### src/hw/rtl/bsl_pkg.sv
package bsl_pkg;

	localparam int CHAN_W      = 5;
	localparam int STAMP_W     = 32;
	localparam int CFG_W       = 16;
	localparam int CFG_IDX_W   = 2;
	localparam int MAX_RESULTS = 32;
	localparam int CNT_W       = $clog2(MAX_RESULTS + 1);
	localparam int DEF_CHANNELS = 32;

	localparam logic [CFG_W-1:0] RST_MIN_PRESS  = CFG_W'(1);
	localparam logic [CFG_W-1:0] RST_ACTION_GAP = CFG_W'(50);
	localparam logic [CFG_W-1:0] RST_LONG_PRESS = CFG_W'(1000);

	localparam logic [CFG_IDX_W-1:0] REG_MIN_PRESS  = 2'd0;
	localparam logic [CFG_IDX_W-1:0] REG_ACTION_GAP = 2'd1;
	localparam logic [CFG_IDX_W-1:0] REG_LONG_PRESS = 2'd2;

	localparam logic OP_LEVEL = 1'b0;
	localparam logic OP_TICK  = 1'b1;

	localparam logic LEVEL_PRESSED = 1'b0;

	typedef struct packed {
		logic              op;
		logic [CHAN_W-1:0] channel;
		logic              level;
	} item_t;

	typedef struct packed {
		logic [CHAN_W-1:0] button;
		logic              is_long;
		logic              last;
	} result_t;

	typedef struct packed {
		logic load;
		logic eval;
		logic advance;
		logic push;
		logic flush;
	} bsl_cmd_t;

	typedef struct packed {
		logic chan_ok;
		logic tick;
		logic last_idx;
		logic emit;
		logic pend_valid;
		logic slot_free;
	} bsl_sts_t;

endpackage

### src/hw/rtl/bsl_ctrl.sv
module bsl_ctrl (
	input  logic             clk,
	input  logic             arst_n,
	input  logic             item_valid,
	output logic             item_stall,
	input  bsl_pkg::bsl_sts_t sts,
	output bsl_pkg::bsl_cmd_t cmd
);
	import bsl_pkg::*;

	typedef enum logic [1:0] {
		ST_IDLE,
		ST_EVAL,
		ST_PUSH,
		ST_FLUSH
	} state_t;

	state_t state_q;
	state_t state_d;

	assign item_stall = (state_q != ST_IDLE);

	always_comb begin
		cmd     = '0;
		state_d = state_q;
		unique case (state_q)
			ST_IDLE: begin
				if (item_valid) begin
					cmd.load = 1'b1;
					if (sts.chan_ok) state_d = ST_EVAL;
				end
			end
			ST_EVAL: begin
				cmd.eval = 1'b1;
				if (sts.emit) begin
					state_d = ST_PUSH;
				end else if (sts.tick && !sts.last_idx) begin
					cmd.advance = 1'b1;
				end else begin
					state_d = ST_FLUSH;
				end
			end
			ST_PUSH: begin
				// hold the new result until the previous one can move to the output
				if (!sts.pend_valid || sts.slot_free) begin
					cmd.push = 1'b1;
					if (sts.tick && !sts.last_idx) begin
						cmd.advance = 1'b1;
						state_d     = ST_EVAL;
					end else begin
						state_d = ST_FLUSH;
					end
				end
			end
			ST_FLUSH: begin
				if (!sts.pend_valid) begin
					state_d = ST_IDLE;
				end else if (sts.slot_free) begin
					cmd.flush = 1'b1;
					state_d   = ST_IDLE;
				end
			end
			default: state_d = ST_IDLE;
		endcase
	end

	always_ff @(posedge clk or negedge arst_n) begin
		if (!arst_n) begin
			state_q <= ST_IDLE;
		end else begin
			state_q <= state_d;
		end
	end

endmodule

### src/hw/rtl/bsl_dp.sv
module bsl_dp #(
	parameter int CHANNELS = bsl_pkg::DEF_CHANNELS
) (
	input  logic                          clk,
	input  logic                          arst_n,
	input  bsl_pkg::item_t                item,
	input  logic                          cfg_we,
	input  logic [bsl_pkg::CFG_IDX_W-1:0] cfg_index,
	input  logic [bsl_pkg::CFG_W-1:0]     cfg_data,
	input  bsl_pkg::bsl_cmd_t             cmd,
	output bsl_pkg::bsl_sts_t             sts,
	output logic                          result_valid,
	input  logic                          result_stall,
	output bsl_pkg::result_t              result
);
	import bsl_pkg::*;

	localparam int IW = (CHANNELS > 1) ? $clog2(CHANNELS) : 1;

	logic [CFG_W-1:0] min_press_q, action_gap_q, long_press_q;

	logic [STAMP_W-1:0] now_q;
	logic [CHANNELS-1:0] held_q, ld_q, armed_q;
	logic [CHANNELS-1:0] held_d, ld_d, armed_d;
	logic [CHANNELS-1:0] ps_vld_q, la_vld_q;
	logic [STAMP_W-1:0] ps_mem [CHANNELS];
	logic [STAMP_W-1:0] la_mem [CHANNELS];
	logic [STAMP_W-1:0] ps_rd_q, la_rd_q;
	logic               ps_rd_vld_q, la_rd_vld_q;

	logic [IW-1:0]    idx_q, idx_next;
	logic             op_q, level_q;
	logic [CNT_W-1:0] cnt_q;

	logic [CHAN_W-1:0] cand_btn_q, pend_btn_q;
	logic              cand_long_q, pend_long_q;
	logic              pend_valid_q;
	logic              result_valid_q;
	result_t           result_q;

	logic [STAMP_W-1:0] ps, la, since_ps, since_la;
	logic ps_gt_min, la_gt_gap, ps_lt_long;
	logic ps_we, la_we, emit, emit_long, out_load;

	// read address follows the index that the next cycle evaluates
	always_comb begin
		if (cmd.load) begin
			idx_next = (item.op == OP_TICK) ? '0 : IW'(item.channel);
		end else if (cmd.advance) begin
			idx_next = idx_q + IW'(1);
		end else begin
			idx_next = idx_q;
		end
	end

	assign ps = ps_rd_vld_q ? ps_rd_q : '0;
	assign la = la_rd_vld_q ? la_rd_q : '0;
	assign since_ps   = now_q - ps;
	assign since_la   = now_q - la;
	assign ps_gt_min  = since_ps > STAMP_W'(min_press_q);
	assign la_gt_gap  = since_la > STAMP_W'(action_gap_q);
	assign ps_lt_long = since_ps < STAMP_W'(long_press_q);

	always_comb begin
		held_d    = held_q;
		ld_d      = ld_q;
		armed_d   = armed_q;
		ps_we     = 1'b0;
		la_we     = 1'b0;
		emit      = 1'b0;
		emit_long = 1'b0;
		if (op_q == OP_LEVEL) begin
			if (level_q == LEVEL_PRESSED) begin
				if (!held_q[idx_q]) begin
					held_d[idx_q] = 1'b1;
					// a press too soon after the last one marks held but keeps the stamp
					if (ps_gt_min) begin
						ps_we          = 1'b1;
						ld_d[idx_q]    = 1'b0;
						armed_d[idx_q] = 1'b1;
					end
				end
			end else if (held_q[idx_q]) begin
				held_d[idx_q] = 1'b0;
				if (ps_gt_min && la_gt_gap) begin
					la_we = 1'b1;
					if (ps_lt_long) begin
						emit = 1'b1;
					end else if (!ld_q[idx_q]) begin
						ld_d[idx_q] = 1'b1;
						emit        = 1'b1;
						emit_long   = 1'b1;
					end
				end
			end
		end else if (armed_q[idx_q] && !ps_lt_long) begin
			armed_d[idx_q] = 1'b0;
			if (held_q[idx_q] && !ld_q[idx_q] && la_gt_gap &&
			    cnt_q < CNT_W'(MAX_RESULTS)) begin
				la_we          = 1'b1;
				ld_d[idx_q]    = 1'b1;
				held_d[idx_q]  = 1'b0;
				emit           = 1'b1;
				emit_long      = 1'b1;
			end
		end
	end

	assign out_load = (cmd.push && pend_valid_q) || cmd.flush;

	always_comb begin
		sts            = '0;
		sts.chan_ok    = (item.op == OP_TICK) || (32'(item.channel) < 32'(CHANNELS));
		sts.tick       = (op_q == OP_TICK);
		sts.last_idx   = (idx_q == IW'(CHANNELS - 1));
		sts.emit       = emit;
		sts.pend_valid = pend_valid_q;
		sts.slot_free  = !result_valid_q || !result_stall;
	end

	always_ff @(posedge clk or negedge arst_n) begin
		if (!arst_n) begin
			min_press_q    <= RST_MIN_PRESS;
			action_gap_q   <= RST_ACTION_GAP;
			long_press_q   <= RST_LONG_PRESS;
			now_q          <= '0;
			held_q         <= '0;
			ld_q           <= '1;
			armed_q        <= '0;
			ps_vld_q       <= '0;
			la_vld_q       <= '0;
			ps_rd_vld_q    <= 1'b0;
			la_rd_vld_q    <= 1'b0;
			idx_q          <= '0;
			op_q           <= OP_LEVEL;
			level_q        <= 1'b1;
			cnt_q          <= '0;
			pend_valid_q   <= 1'b0;
			result_valid_q <= 1'b0;
		end else begin
			if (cfg_we) begin
				unique case (cfg_index)
					REG_MIN_PRESS:  min_press_q  <= cfg_data;
					REG_ACTION_GAP: action_gap_q <= cfg_data;
					REG_LONG_PRESS: long_press_q <= cfg_data;
					default: ;
				endcase
			end
			if (cmd.load) begin
				op_q    <= item.op;
				level_q <= item.level;
				cnt_q   <= '0;
				if (item.op == OP_TICK) now_q <= now_q + STAMP_W'(1);
			end else if (cmd.eval && emit) begin
				cnt_q <= cnt_q + CNT_W'(1);
			end
			idx_q       <= idx_next;
			ps_rd_vld_q <= ps_vld_q[idx_next];
			la_rd_vld_q <= la_vld_q[idx_next];
			if (cmd.eval) begin
				held_q  <= held_d;
				ld_q    <= ld_d;
				armed_q <= armed_d;
				if (ps_we) ps_vld_q[idx_q] <= 1'b1;
				if (la_we) la_vld_q[idx_q] <= 1'b1;
			end
			if (cmd.push) begin
				pend_valid_q <= 1'b1;
			end else if (cmd.flush) begin
				pend_valid_q <= 1'b0;
			end
			if (out_load) begin
				result_valid_q <= 1'b1;
			end else if (!result_stall) begin
				result_valid_q <= 1'b0;
			end
		end
	end

	// stamp stores and result payload
	always_ff @(posedge clk) begin
		if (cmd.eval && ps_we) ps_mem[idx_q] <= now_q;
		if (cmd.eval && la_we) la_mem[idx_q] <= now_q;
		ps_rd_q <= ps_mem[idx_next];
		la_rd_q <= la_mem[idx_next];
		if (cmd.eval && emit) begin
			cand_btn_q  <= CHAN_W'(idx_q);
			cand_long_q <= emit_long;
		end
		if (cmd.push) begin
			pend_btn_q  <= cand_btn_q;
			pend_long_q <= cand_long_q;
		end
		if (out_load) begin
			result_q.button  <= pend_btn_q;
			result_q.is_long <= pend_long_q;
			result_q.last    <= cmd.flush;
		end
	end

	assign result_valid = result_valid_q;
	assign result       = result_q;

endmodule

### src/hw/rtl/button_short_long_press_classifier.sv
// Classifies button presses on up to CHANNELS channels as short or long. A request is
// either a level change on one channel (low = pressed) or a one-millisecond tick; the
// millisecond count advances on ticks only and stamps the presses and actions it accepts.
// A tick scans the channels one per cycle, pausing for each long press found and while
// the result side stalls, through a single read port of the stamp stores. Results leave
// through an output register, and the final result of a request carries last. New
// requests are taken once the previous request has handed its last result to that
// register. The configuration port is always ready; write it only while the block is idle.
module button_short_long_press_classifier #(
	parameter int CHANNELS = bsl_pkg::DEF_CHANNELS
) (
	input  logic                          clk,
	input  logic                          arst_n,
	input  logic                          item_valid,
	output logic                          item_stall,
	input  bsl_pkg::item_t                item,
	output logic                          result_valid,
	input  logic                          result_stall,
	output bsl_pkg::result_t              result,
	input  logic                          cfg_valid,
	output logic                          cfg_ready,
	input  logic [bsl_pkg::CFG_IDX_W-1:0] cfg_index,
	input  logic [bsl_pkg::CFG_W-1:0]     cfg_data
);
	import bsl_pkg::*;

	bsl_cmd_t cmd;
	bsl_sts_t sts;

	assign cfg_ready = 1'b1;

	bsl_ctrl u_ctrl (
		.clk        (clk),
		.arst_n     (arst_n),
		.item_valid (item_valid),
		.item_stall (item_stall),
		.sts        (sts),
		.cmd        (cmd)
	);

	bsl_dp #(
		.CHANNELS (CHANNELS)
	) u_dp (
		.clk          (clk),
		.arst_n       (arst_n),
		.item         (item),
		.cfg_we       (cfg_valid && cfg_ready),
		.cfg_index    (cfg_index),
		.cfg_data     (cfg_data),
		.cmd          (cmd),
		.sts          (sts),
		.result_valid (result_valid),
		.result_stall (result_stall),
		.result       (result)
	);

	// nothing may stay pending once the block takes a new request
	assert property (@(posedge clk) disable iff (!arst_n)
		!item_stall |-> !sts.pend_valid)
		else $error("pending result left behind at request accept");

	// a pending result only moves out when the output register can take it
	assert property (@(posedge clk) disable iff (!arst_n)
		(cmd.push && sts.pend_valid) || cmd.flush |-> sts.slot_free)
		else $error("result overwrote an undelivered output");

	// the scan advances only during a tick and never past the last channel
	assert property (@(posedge clk) disable iff (!arst_n)
		cmd.advance |-> sts.tick && !sts.last_idx)
		else $error("scan advanced outside a tick");

	// a flushed result always shows valid and marked last on the next cycle
	assert property (@(posedge clk) disable iff (!arst_n)
		cmd.flush |=> result_valid && result.last)
		else $error("final result not presented");

endmodule
### config.mk
export PLATFORM = sky130hd
export DESIGN_NAME = button_short_long_press_classifier
export DESIGN_NICKNAME = d
export VERILOG_FILES = /design/src/hw/rtl/bsl_pkg.sv /design/src/hw/rtl/bsl_ctrl.sv /design/src/hw/rtl/bsl_dp.sv /design/src/hw/rtl/button_short_long_press_classifier.sv
export SDC_FILE = /design/constraint.sdc
export NUM_CORES = 2
export LEC_CHECK = 0
export ABC_AREA = 1
export BUFFER_PORTS_ARGS = -buffer_cell sky130_fd_sc_hd__buf_4
export CORE_UTILIZATION = 45
export DETAILED_ROUTE_END_ITERATION = 10
export HOLD_SLACK_MARGIN = 0.1
export SYNTH_ARGS = -nofsm -noshare
export SYNTH_HDL_FRONTEND = slang
export SYNTH_HIERARCHICAL = 1
export SYNTH_SLANG_ARGS = --single-unit
### constraint.sdc
create_clock -name clk -period 6.9 [get_ports clk]
set_clock_uncertainty 0.15 [all_clocks]
set_input_delay 1.035 -clock clk [delete_from_list [all_inputs] [get_ports clk]]
set_output_delay 1.035 -clock clk [all_outputs]
set_load 0.005 [all_outputs]
==> summary.md <==
| Metric | Value |
|---|---|
| Via count | between 70000 and 80000 |
| Post-Place Cells | about 12000 |
| Most common cell after layout, fill and taps aside | edfxtp_1 |
| Remaining DRCs | 0 |
| IO Pins | 40 |
| Post-DP HPWL | between 150000 and 200000 um |
| Core ar. | 0.2247 mm^2 |
| First-pass GRT wire length | about 460000 um |
| FF+latch count, synth | approximately 2400 |
| Share of layout cells above drive strength 1 | 0.1234 |
| Post-Route WL | about 320000 um |
| Library cells used by synthesis | just over 60 |
| Main combinational cell family by area after synthesis | simple AND/OR/NAND/NOR gates |
| Num Clock Sinks | 2390 |
| Layout Cells excl Fill | approximately 12000 |
| Least-Margin Pin Slew | ~1.2 ns |
| Leakage power | about 45 nW |
| Die W | around 480 um |
| Final period utilization | 0.9849 |
| Critical Path AT | between 7 and 8 ns |
| Register area share after synthesis | 0.6868 |
| GPL Wtd Cong | between 0.9 and 1 |
| DR vias/cell | just under 6 |
| IR drop worst, VDD | a little under 0.0005 V |
| Die Area | 0.2280 mm^2 |
| Hold Crit Class | in2reg |
| Fin crit period | 6.796 ns |
| Fin. Hold Viols | 0 |
| GRT Util Overall | 0.2696 |
| Most frequent cells in the layout | edfxtp_1 (2067), nor2_1 (2011), nand2_1 (1043) |
| Clock slew at reported path FFs | ~0.060 ns |
| Layout Nets | ~9400 |
| Power Dens Cells | roughly 500 mW/mm^2 |
| Deepest clock path buffer count | 3 |
| Grt ovf | 0 |
| CP max stage cell | fa_2 |
| First drt pass iteration count | 6 |
| Max-slew violation count | 0 |
| CTS tree | yes |
| Critical path class | reg2reg |
| Hold Slack | 0.2309 ns |
| Crit Path Max Fanout | 13 |
| Area Growth Syn to Fin | 15.72% |
| Die H | between 400 and 500 um |
| Post-synth ARST share | 0.1084 |
| Post-Synth Adder-Cell Area | 0.01576 |
| Critical Path Start Type | register |
| Synth Area in Simple Gates | 0.1368 |
| ANT nets after route | 0 |
| Number of global-route vias before repair | 68290 |
| Largest net degree at the start of global routing | 95 |
| Post-Route Utilization | 0.5241 |
| Htree depth | 4 |
| Clock Latency Late Sink | roughly 0.91 ns |
| Per-cell routed wire length | 25.54 um |
| Warnings from Yosys | 6 |
| Worst slew margin | 0.2079 |
| WP data required | between 7 and 8 ns |
| Mean cell area of the mapped netlist | roughly 11 um^2 |
| Port bufs | 38 |
| CP endpoint kind | register |
| Placement row count | 174 |
| CTS Buf Count | 234 |
| Max Fclk | roughly 150 MHz |
| Post-Syn Nets | between 9000 and 10000 |
| Cell area after synthesis | slightly above 0.1 mm^2 |
| Final setup fails | 0 |
| Post-synth top flop | edfxtp_1 |
| CP max stage delay | around 0.40 ns |
| Worst r2r path cells | 45 |
| Initial antenna violation count | 19 |
| Initial Util | 0.4529 |
| MaxCap Viol Count | 0 |
| Clk root buf | clkbuf_16 |
| Mux cell area share after synthesis | 0 |
| Outcome | finished, final reports clean |
| Cell count after synthesis | about 9000 |
| Cell mode on critical path | nand2_1 |
| EDFF count, synth | 2067 |
| Initial DRC count | 8369 |
| Synth Area in XOR/XNOR | 0.005594 |
| Worst Hold Depth | 3 |
| Area fraction in compound gates after synthesis | 0.1142 |
sequential cells by signal, indices dropped and copies added (netlist names), 7 cells and up, named ones only:
name,count
u_dp/now_q,32
u_dp/la_mem,1024
u_dp/ps_rd_q,32
u_dp/min_press_q,16
u_dp/ps_mem,1024
u_dp/long_press_q,16
u_dp/la_rd_q,32
u_dp/result,7
u_dp/ps_vld_q,32
u_dp/la_vld_q,32
u_dp/action_gap_q,16
per-stage QoR:
step                      area, um^2  total power [mW]  worst slack (ns)  setup TNS, ns
final                         117800             58.46            0.1044              0
after global routing          117700             61.49          -0.09235        -0.9372
after CTS                     116900             57.16           0.01914              0
after detailed placement      108600             43.59           -0.5004         -11.26
after global placement        108600             43.31           -0.6378         -20.76
after floorplan               101800             33.25            0.3883              0
critical path, delay by kind of cell, from the launching register on:
kind	cells	cell delay [ns]
AO/OA/AOI/OAI	6	0.98
XOR/XNOR	1	0.21
AND/OR/NAND/NOR	26	2.87
buffers and inverters	9	1.15
flip-flops	1	0.32
adder cells (fa/ha/maj)	3	0.89
where the power goes:
group          switching [mW]  internal [mW]  total (mW)
clock                    5.54           7.55        13.1
sequential              0.584           16.8        17.4
combinational            18.3           9.70        28.0
layout make-up:
cell class	count	area (um^2)
fill	19260	106900
clock inverter	142	1565
sequential	2390	69930
antenna	5	12.51
tap	2992	3744
timing repair buffer	506	5594
clock buffer	301	6294
multi-input combinational	5559	28670
inverter	501	1933
timing repair inverter	2	17.52
timing repair:
action                                  in CTS  in global routing
cloned                                       5                 13
hold buffers                                 1                  0
pin swaps                                    4                 22
endpoints found under the setup margin      63                 66
resized for setup                           42                 86
endpoints found under the hold margin       72                  0
buffers inserted                             5                 21
per-layer routing:
metal / part of all wire / wire length, um / GRT usage
met3: 0.093 / 29590 / 0.04649
met4: 0.029 / 9136 / 0.08008
met5: 0.000069 / 22 / 0
met1: 0.43 / 135800 / 0.3910
met2: 0.45 / 142200 / 0.4150
path summary, 6_finish.rpt:
kind / from / to / slack, ns
max in group asynchronous: arst_n / u_dp/op_q / 4.37
hold / removal: item[0] / u_dp/level_q / 0.23
setup reg to reg: u_dp/la_rd_q[0] / u_dp/la_rd_q[6] / 0.10
hold reg to reg: u_dp/cand_btn_q[1] / u_dp/pend_btn_q[1] / 0.27
setup / recovery: u_dp/la_rd_q[0] / u_dp/la_rd_q[6] / 0.10
min in group asynchronous: arst_n / async pin / 0.60
cells by family after synthesis:
kind of cell,after synthesis
buffers and inverters,1039
flip-flops,2390
XOR/XNOR,65
AND/OR/NAND/NOR,3504
AO/OA/AOI/OAI,1861
adder cells (fa/ha/maj),127
other,2
synth_stat cells (3+ instances only):
master,n,area share
inv_1,487,0.018
buf_6,7,0.00077
nand2_2,8,0.00049
nand2_1,1078,0.040
o211ai_1,7,0.00052
edfxtp_1,2067,0.61
dfxtp_1,64,0.013
xor2_1,53,0.0046
a31oi_1,5,0.00031
nor2_4,5,0.00055
o21ai_0,973,0.048
a21oi_1,125,0.0061
and2_1,17,0.0010
buf_2,132,0.0065
nand3_1,190,0.0093
nand3_2,22,0.0022
ha_1,125,0.015
o21ai_1,47,0.0023
clkbuf_1,378,0.014
o21bai_1,21,0.0015
buf_1,10,0.00037
o221ai_1,18,0.0015
o21bai_2,5,0.00055
nor3_1,45,0.0022
xnor2_1,12,0.0010
o32ai_1,502,0.043
nand4_1,22,0.0014
nor2_2,7,0.00043
dfrtp_1,216,0.053
buf_4,11,0.00081
a21o_1,3,0.00022
nand3b_1,9,0.00066
inv_2,13,0.00048
o22ai_1,140,0.0086
a211oi_1,4,0.00030
nor2_1,2081,0.077
dfstp_2,43,0.011
nor3_2,6,0.00059
Note: power is estimated with default switching activity, not from simulation.
